[src/sv/afhs_pkg.sv]
// Package for the audio frame header scanner: sizes, mode and register codes,
// and the MPEG audio / ADTS header check functions.
// No dependencies.
package afhs_pkg;

  localparam int unsigned MAX_BUFFER_BYTES  = 4096;
  localparam int unsigned MPA_CHECK_BYTES   = 4;
  localparam int unsigned AAC_CHECK_BYTES   = 6;
  localparam int unsigned LPCM_HEADER_BYTES = 4;

  localparam int unsigned POS_W = $clog2(MAX_BUFFER_BYTES + 1);
  localparam int unsigned OFF_W = 12;
  localparam int unsigned CFG_W = 2;

  typedef enum logic [1:0] {
    MODE_MPA  = 2'd0,
    MODE_AAC  = 2'd1,
    MODE_LPCM = 2'd2,
    MODE_PASS = 2'd3
  } scan_mode_e;

  typedef enum logic {
    CFG_SCAN_MODE = 1'b0,
    CFG_END_POINT = 1'b1
  } cfg_idx_e;

  localparam logic [8:0] RATE_TABLE [5][15] = '{
    '{9'd0, 9'd32, 9'd64, 9'd96, 9'd128, 9'd160, 9'd192, 9'd224,
      9'd256, 9'd288, 9'd320, 9'd352, 9'd384, 9'd416, 9'd448},
    '{9'd0, 9'd32, 9'd48, 9'd56, 9'd64, 9'd80, 9'd96, 9'd112,
      9'd128, 9'd160, 9'd192, 9'd224, 9'd256, 9'd320, 9'd384},
    '{9'd0, 9'd32, 9'd40, 9'd48, 9'd56, 9'd64, 9'd80, 9'd96,
      9'd112, 9'd128, 9'd160, 9'd192, 9'd224, 9'd256, 9'd320},
    '{9'd0, 9'd32, 9'd48, 9'd56, 9'd64, 9'd80, 9'd96, 9'd112,
      9'd128, 9'd144, 9'd160, 9'd176, 9'd192, 9'd224, 9'd256},
    '{9'd0, 9'd8, 9'd16, 9'd24, 9'd32, 9'd40, 9'd48, 9'd56,
      9'd64, 9'd80, 9'd96, 9'd112, 9'd128, 9'd144, 9'd160}
  };

  localparam logic [8:0] BANNED_STEREO [4] = '{9'd32, 9'd48, 9'd56, 9'd80};
  localparam logic [8:0] BANNED_MONO   [4] = '{9'd224, 9'd256, 9'd320, 9'd384};

  // MPEG-1 picks a row per layer; MPEG-2 and MPEG-2.5 share rows 4 and 3.
  function automatic logic [2:0] rate_row(input logic [1:0] ver, input logic [1:0] lay);
    logic [2:0] row;
    if (ver == 2'd3) begin
      case (lay)
        2'd1:    row = 3'd2;
        2'd2:    row = 3'd1;
        default: row = 3'd0;
      endcase
    end else begin
      row = (lay == 2'd3) ? 3'd3 : 3'd4;
    end
    return row;
  endfunction

  function automatic logic mpa_ok(input logic [7:0] b0, input logic [7:0] b1,
                                  input logic [7:0] b2, input logic [7:0] b3);
    logic [1:0] ver;
    logic [1:0] lay;
    logic [3:0] bri;
    logic [1:0] sri;
    logic       mono;
    logic [8:0] rate;
    logic       ok;
    ver  = b1[4:3];
    lay  = b1[2:1];
    bri  = b2[7:4];
    sri  = b2[3:2];
    mono = (b3[6:5] == 2'd3);
    rate = (bri == 4'd15) ? 9'd0 : RATE_TABLE[rate_row(ver, lay)][bri];
    ok = (b0 == 8'hFF) && (b1[7:5] == 3'b111) && (ver != 2'd1) && (lay != 2'd0)
         && (bri != 4'd15) && (sri != 2'd3);
    for (int k = 0; k < 4; k++) begin
      if (rate == (mono ? BANNED_MONO[k] : BANNED_STEREO[k])) begin
        ok = 1'b0;
      end
    end
    return ok;
  endfunction

  function automatic logic aac_ok(input logic [7:0] b0, input logic [7:0] b1,
                                  input logic [7:0] b2, input logic [7:0] b3,
                                  input logic [7:0] b4, input logic [7:0] b5);
    logic [12:0] len;
    len = {b3[1:0], b4, b5[7:5]};
    return (b0 == 8'hFF) && (b1[7:4] == 4'hF) && (b1[2:1] == 2'b00)
           && (b2[7:6] != 2'b11) && (b2[5:2] <= 4'd11) && (len != 13'd0);
  endfunction

endpackage

[src/sv/audio_frame_header_scanner.sv]
// Audio frame header scanner, top level.
// Depends on afhs_pkg for sizes, codes and the header check functions.
//
// Usage: stream the bytes of one buffer on the input channel (in_valid_i /
// in_ready_o, data_byte_i, last_byte_i), one byte per transfer, with
// last_byte_i set on the final byte. The block keeps the five previous
// bytes, a saturating byte position and the first header match, and emits
// one result transfer (header_found_o, sync_offset_o) per buffer.
// Mode and LPCM end point come from the write port (cfg_we_i, cfg_idx_i,
// cfg_data_i) and must be written between buffers.
// Throughput: one byte per cycle; the checks are a single pass of compares
// and a small rate table lookup between the window registers and the
// result register. Latency: the result is valid the cycle after the last
// byte transfers. The result register accepts new input while a result is
// taken in the same cycle; input stalls only while a result waits and the
// receiver holds out_ready_i low.
// Reset clears the window, position, match state, the result register and
// the mode registers (MPEG audio mode, header-skipping LPCM end point).
module audio_frame_header_scanner
  import afhs_pkg::*;
(
  input  logic             clk_i,
  input  logic             rst_ni,
  input  logic             cfg_we_i,
  input  logic             cfg_idx_i,
  input  logic [CFG_W-1:0] cfg_data_i,
  input  logic             in_valid_i,
  output logic             in_ready_o,
  input  logic [7:0]       data_byte_i,
  input  logic             last_byte_i,
  output logic             out_valid_o,
  input  logic             out_ready_i,
  output logic             header_found_o,
  output logic [OFF_W-1:0] sync_offset_o
);

  scan_mode_e       mode_q;
  logic             end_point_q;
  logic [7:0]       win_q [5];
  logic [POS_W-1:0] pos_q, pos_d;
  logic             seen_q, seen_d;
  logic [OFF_W-1:0] off_q, off_d;
  logic             out_valid_q;
  logic             found_q, found_d;
  logic [OFF_W-1:0] res_off_q, res_off_d;

  logic             in_xfer;
  logic             in_range;
  logic             mpa_hit;
  logic             aac_hit;

  assign in_ready_o = !out_valid_q || out_ready_i;
  assign in_xfer    = in_valid_i && in_ready_o;
  assign in_range   = (pos_q < POS_W'(MAX_BUFFER_BYTES));

  assign mpa_hit = (mode_q == MODE_MPA) && (pos_q >= POS_W'(3))
                   && mpa_ok(win_q[2], win_q[3], win_q[4], data_byte_i);
  assign aac_hit = (mode_q == MODE_AAC) && (pos_q >= POS_W'(5))
                   && aac_ok(win_q[0], win_q[1], win_q[2], win_q[3], win_q[4], data_byte_i);

  always_comb begin
    pos_d  = pos_q;
    seen_d = seen_q;
    off_d  = off_q;
    if (in_range) begin
      pos_d = pos_q + POS_W'(1);
      if (!seen_q && mpa_hit) begin
        seen_d = 1'b1;
        off_d  = OFF_W'(pos_q - POS_W'(3));
      end else if (!seen_q && aac_hit) begin
        seen_d = 1'b1;
        off_d  = OFF_W'(pos_q - POS_W'(5));
      end
    end
  end

  always_comb begin
    found_d   = 1'b0;
    res_off_d = '0;
    case (mode_q)
      MODE_MPA: begin
        if (seen_d && ({1'b0, off_d} + POS_W'(MPA_CHECK_BYTES) <= pos_d)) begin
          found_d   = 1'b1;
          res_off_d = off_d;
        end
      end
      MODE_AAC: begin
        if (seen_d && ({1'b0, off_d} + POS_W'(AAC_CHECK_BYTES) <= pos_d)) begin
          found_d   = 1'b1;
          res_off_d = off_d;
        end
      end
      MODE_LPCM: begin
        if (pos_d > POS_W'(LPCM_HEADER_BYTES)) begin
          found_d   = 1'b1;
          res_off_d = end_point_q ? '0 : OFF_W'(LPCM_HEADER_BYTES);
        end
      end
      default: begin
        found_d   = 1'b1;
        res_off_d = '0;
      end
    endcase
  end

  always_ff @(posedge clk_i or negedge rst_ni) begin
    if (!rst_ni) begin
      mode_q      <= MODE_MPA;
      end_point_q <= 1'b0;
    end else if (cfg_we_i) begin
      case (cfg_idx_e'(cfg_idx_i))
        CFG_SCAN_MODE: mode_q      <= scan_mode_e'(cfg_data_i);
        CFG_END_POINT: end_point_q <= cfg_data_i[0];
        default:       mode_q      <= mode_q;
      endcase
    end
  end

  always_ff @(posedge clk_i or negedge rst_ni) begin
    if (!rst_ni) begin
      for (int k = 0; k < 5; k++) begin
        win_q[k] <= '0;
      end
      pos_q  <= '0;
      seen_q <= 1'b0;
      off_q  <= '0;
    end else if (in_xfer) begin
      if (last_byte_i) begin
        for (int k = 0; k < 5; k++) begin
          win_q[k] <= '0;
        end
        pos_q  <= '0;
        seen_q <= 1'b0;
        off_q  <= '0;
      end else begin
        for (int k = 0; k < 4; k++) begin
          win_q[k] <= win_q[k+1];
        end
        win_q[4] <= data_byte_i;
        pos_q    <= pos_d;
        seen_q   <= seen_d;
        off_q    <= off_d;
      end
    end
  end

  always_ff @(posedge clk_i or negedge rst_ni) begin
    if (!rst_ni) begin
      out_valid_q <= 1'b0;
    end else if (in_xfer && last_byte_i) begin
      out_valid_q <= 1'b1;
    end else if (out_ready_i) begin
      out_valid_q <= 1'b0;
    end
  end

  always_ff @(posedge clk_i or negedge rst_ni) begin
    if (!rst_ni) begin
      found_q   <= 1'b0;
      res_off_q <= '0;
    end else if (in_xfer && last_byte_i) begin
      found_q   <= found_d;
      res_off_q <= res_off_d;
    end
  end

  assign out_valid_o    = out_valid_q;
  assign header_found_o = found_q;
  assign sync_offset_o  = res_off_q;

  a_result_follows_last: assert property (@(posedge clk_i) disable iff (!rst_ni)
    in_xfer && last_byte_i |=> out_valid_q)
    else $error("no result after last byte");

  a_pos_saturates: assert property (@(posedge clk_i) disable iff (!rst_ni)
    pos_q <= POS_W'(MAX_BUFFER_BYTES))
    else $error("byte position past limit");

  a_match_behind_pos: assert property (@(posedge clk_i) disable iff (!rst_ni)
    seen_q |-> ({1'b0, off_q} + POS_W'(MPA_CHECK_BYTES) <= pos_q))
    else $error("match offset ahead of position");

  a_no_match_zero_off: assert property (@(posedge clk_i) disable iff (!rst_ni)
    out_valid_q && !found_q |-> (res_off_q == '0))
    else $error("offset nonzero without header");

endmodule
[config.mk]
export PLATFORM = sky130hd
export DESIGN_NAME = audio_frame_header_scanner
export DESIGN_NICKNAME = d
export VERILOG_FILES = /design/src/sv/afhs_pkg.sv /design/src/sv/audio_frame_header_scanner.sv
export SDC_FILE = /design/constraint.sdc
export NUM_CORES = 1
export LEC_CHECK = 0
export BUFFER_PORTS_ARGS = -buffer_cell sky130_fd_sc_hd__clkbuf_2
export CAP_MARGIN = 5
export CORE_MARGIN = 5
export CORE_UTILIZATION = 67
export CTS_CLUSTER_DIAMETER = 60
export DETAILED_ROUTE_END_ITERATION = 10
export GPL_TIMING_DRIVEN = 0
export HOLD_SLACK_MARGIN = 0.03
export PLACE_DENSITY = 0.9
export SLEW_MARGIN = 20
export SYNTH_ARGS = -nofsm -noshare
export SYNTH_HDL_FRONTEND = slang
export SYNTH_SLANG_ARGS = --single-unit
[constraint.sdc]
create_clock -name clk_i -period 10.7 [get_ports clk_i]
set_input_delay 1.605 -clock clk_i [delete_from_list [all_inputs] [get_ports clk_i]]
set_output_delay 1.605 -clock clk_i [all_outputs]
set_load 0.01 [all_outputs]
==> results by group <==
Setup path
  • Critical path arrival: about 7.3 ns
  • CP Class: register to register
  • Crit path launch type: register
  • Number of cells on the worst reg-to-reg path: 26
  • Worst Setup End Kind: register
  • Worst EP required: 10.98 ns
  • CP Max Fanout: 10
  • Crit-path most repeated cell: ha_1
  • CP max stage delay: ~0.54 ns
  • Slowest cell on the critical path: o41ai_1

Place
  • Port Buffer Count: 30
  • DP Wirelength: 13800 µm
  • Gp weighted congestion: 0.955

Timing
  • Fin crit period: 6.96 ns
  • RSZ-0062 raised after global routing: no
  • FMAX: 144 MHz
  • Total negative slack: 0 ns
  • Relative slew slack: 45.5%
  • Worst-Margin Slew: between 0.8 and 0.9 ns
  • Clock skew after layout: approximately 0.012 ns
  • Endpoints failing hold: 0
  • Final cycle utilization of the critical path: between 60% and 70%
  • Hold slack final: 0.495 ns
  • Final setup fails: 0
  • Final Max Slew Viols: 0

Clock tree
  • Clock-pin transition on the worst setup and hold timing paths: 0.11 ns
  • CTS Hold Buffers Added: 0
  • H-tree lvl count: 3
  • CTS tree: built
  • Clk root buf: clkbuf_8
  • Post-CTS Resized: 0
  • CTS Sinks: 83
  • Postcts setup bufs: 0
  • Inserted Clock Buffers: 9
  • Clk Latency, worst-skew pair: 0.38 ns
  • Clk buf depth: 2

Die
  • Row count: 35
  • Starting Density: ~68%
  • Core outline area: 0.00915 mm²
  • Width of the die: 106 µm
  • Number of I/O pins: 32
  • Die H: ~110 µm
  • Total die area: 0.0113 mm²

Routing
  • Vias: about 6.3k
  • Vias per cell: 6.78
  • Detail Route Antenna Nets: 0
  • DRT Wirelength: 18600 µm
  • 1st-iter DRT viols: 660
  • Drc violations: 0
  • Drt first pass iters: 6
  • Avg WL per Cell: 20.0 µm

Global route
  • Initial antenna violation count: 0
  • Grt total ovfl: 0
  • Gr usage total: 33.9%
  • Vias in the first global route: 6023
  • First-pass GRT wire length: between 30000 and 40000 µm
  • Largest net degree at the start of global routing: 50

Logic synthesis
  • Top_reg_cell synth: dfrtp_1
  • Synth warn: 0
  • Ys async rst share: 100%
  • Synth unique cells: 65
  • Syn Inst Count: slightly below 800
  • Number of flops mapped to enable cells by yosys: 0
  • Post-Synthesis Mean Instance Area: 8.05 µm²
  • Register area share after synthesis: 33.4%
  • Cell Area, Synth: between 0.006 and 0.007 mm²
  • Seq cells post-synth: 83
  • Syn_nets: 822

Finish
  • Synth-to-layout area growth: 8.35%
  • Final net count: between 800 and 900
  • Reg area: 0.00208 mm²
  • Commonest non-fill, non-tap cell in the layout: nand2_1
  • Ant diodes: 0
  • Fraction of layout cells with a size suffix above 1: between 10% and 20%
  • Multi-input logic area: 0.00384 mm²
  • Layout fillers: 703
  • Final Core Density: 73.6%
  • Most frequent cells in the layout: nand2_1, dfrtp_1, o21ai_0, nor2_1, ha_1

Power
  • Pwr/cell area: 119 mW/mm²
  • Leak: about 3.0 nW
  • Max IR drop VDD: 0.0988 mV

Hold path
  • Hold path depth: 2
  • Worst hold-check path type: register to register

Flow run
  • Max Cap Viol: 0

Outcome
  • Status: completed
-- logic make-up (layout without fill, tap and decap cells) --
family                     after synthesis  count (layout)  synth area share [%]
DFF                                     83              83                  33.4
buffers and inverters                   69             116                  4.79
AOI/OAI and AO/OA                      200             200                  21.0
and+or+nand+nor                        331             331                  25.9
adders and majority gates               33              33                  6.64
muxes                                   11              11                  1.89
xor gates and xnor gates                45              45                  6.34
-- routing by layer --
| layer | track usage, % | vias to the layer above | wire length [µm] |
|---|---|---|---|
| met1 | 46.2 | 3021 | 7610 |
| li1 | - | 2842 | - |
| met4 | 11.7 | 0 | 484 |
| met3 | 6.74 | 51 | 1830 |
| met5 | 0 | - | 0 |
| met2 | 54.0 | 389 | 8640 |
-- power by group --
part           switching (mW)  internal (mW)  total, mW
clock                   0.143         0.0933      0.236
combinational           0.137         0.0811      0.218
sequential             0.0180          0.330      0.348
-- final timing paths --
check	slack [ns]	startpoint	end
setup / recovery	3.74	win_q[11]	sync_offset_o[8]
hold / removal	0.49	off_q[10]	off_q[10]
setup reg to reg	3.74	win_q[11]	sync_offset_o[8]
hold reg to reg	0.49	off_q[10]	off_q[10]
max in group asynchronous	8.89	rst_ni	off_q[2]
min in group asynchronous	1.19	rst_ni	win_q[32]
-- final cells by class --
cell class	instances	area share, %
Clock buffer	9	1.84
Tap cell	111	2.06
Buffer	48	3.25
Clock inverter	7	1.13
Timing Repair Buffer	31	2.67
Multi-Input combinational cell	620	57.0
Inverter	21	1.17
Sequential cell	83	30.8
-- flip-flops by register name, summed over array words and instances (netlist names) --
name / count
win_q: 40
pos_q: 13
off_q: 12
sync_offset_o: 12
mode_q: 2
end_point_q: 1
header_found_o: 1
out_valid_o: 1
seen_q: 1
-- critical path, delay by kind of cell, from the launching register on --
kind,cells,cell delay [ns]
AOI/OAI and AO/OA,12,3.49
adders and majority gates,3,0.89
buffers and inverters,4,0.79
and+or+nand+nor,5,0.75
muxes,1,0.42
DFF,1,0.38
xor gates and xnor gates,1,0.16
-- cell usage after synthesis, types with 6 or more instances --
cell	n	area, µm²
nand2_1	147	552
dfrtp_1	83	2080
o21ai_0	73	365
nor2_1	44	165
ha_1	33	413
a21oi_1	27	135
xor2_1	25	219
nand3_1	24	120
clkbuf_1	23	86.3
inv_1	20	75.1
nand4_1	20	125
xnor2_1	20	175
nand2b_1	19	119
nor3_1	18	90.1
a21o_1	14	105
o31ai_1	14	105
buf_2	10	50.1
a22o_1	9	78.8
buf_1	9	33.8
nor4_1	9	56.3
nor2b_1	8	50.1
and3_1	7	43.8
o2111ai_1	7	61.3
o22ai_1	7	43.8
mux2_2	6	67.6
nor3b_1	6	45.0
o21a_1	6	45.0
-- stage by stage --
stage | area [µm²] | setup WS [ns] | std cells | power (mW)
floorplan | 6220 | 4.95 | 772 | 0.498
global placement | 6510 | 3.88 | 913 | 0.553
detailed placement | 6540 | 3.78 | 914 | 0.562
CTS | 6740 | 3.90 | 930 | 0.795
global route | 6740 | 3.30 | 930 | 0.841
finish | 6740 | 3.74 | 930 | 0.802
Power figures use the tool's default switching activity.
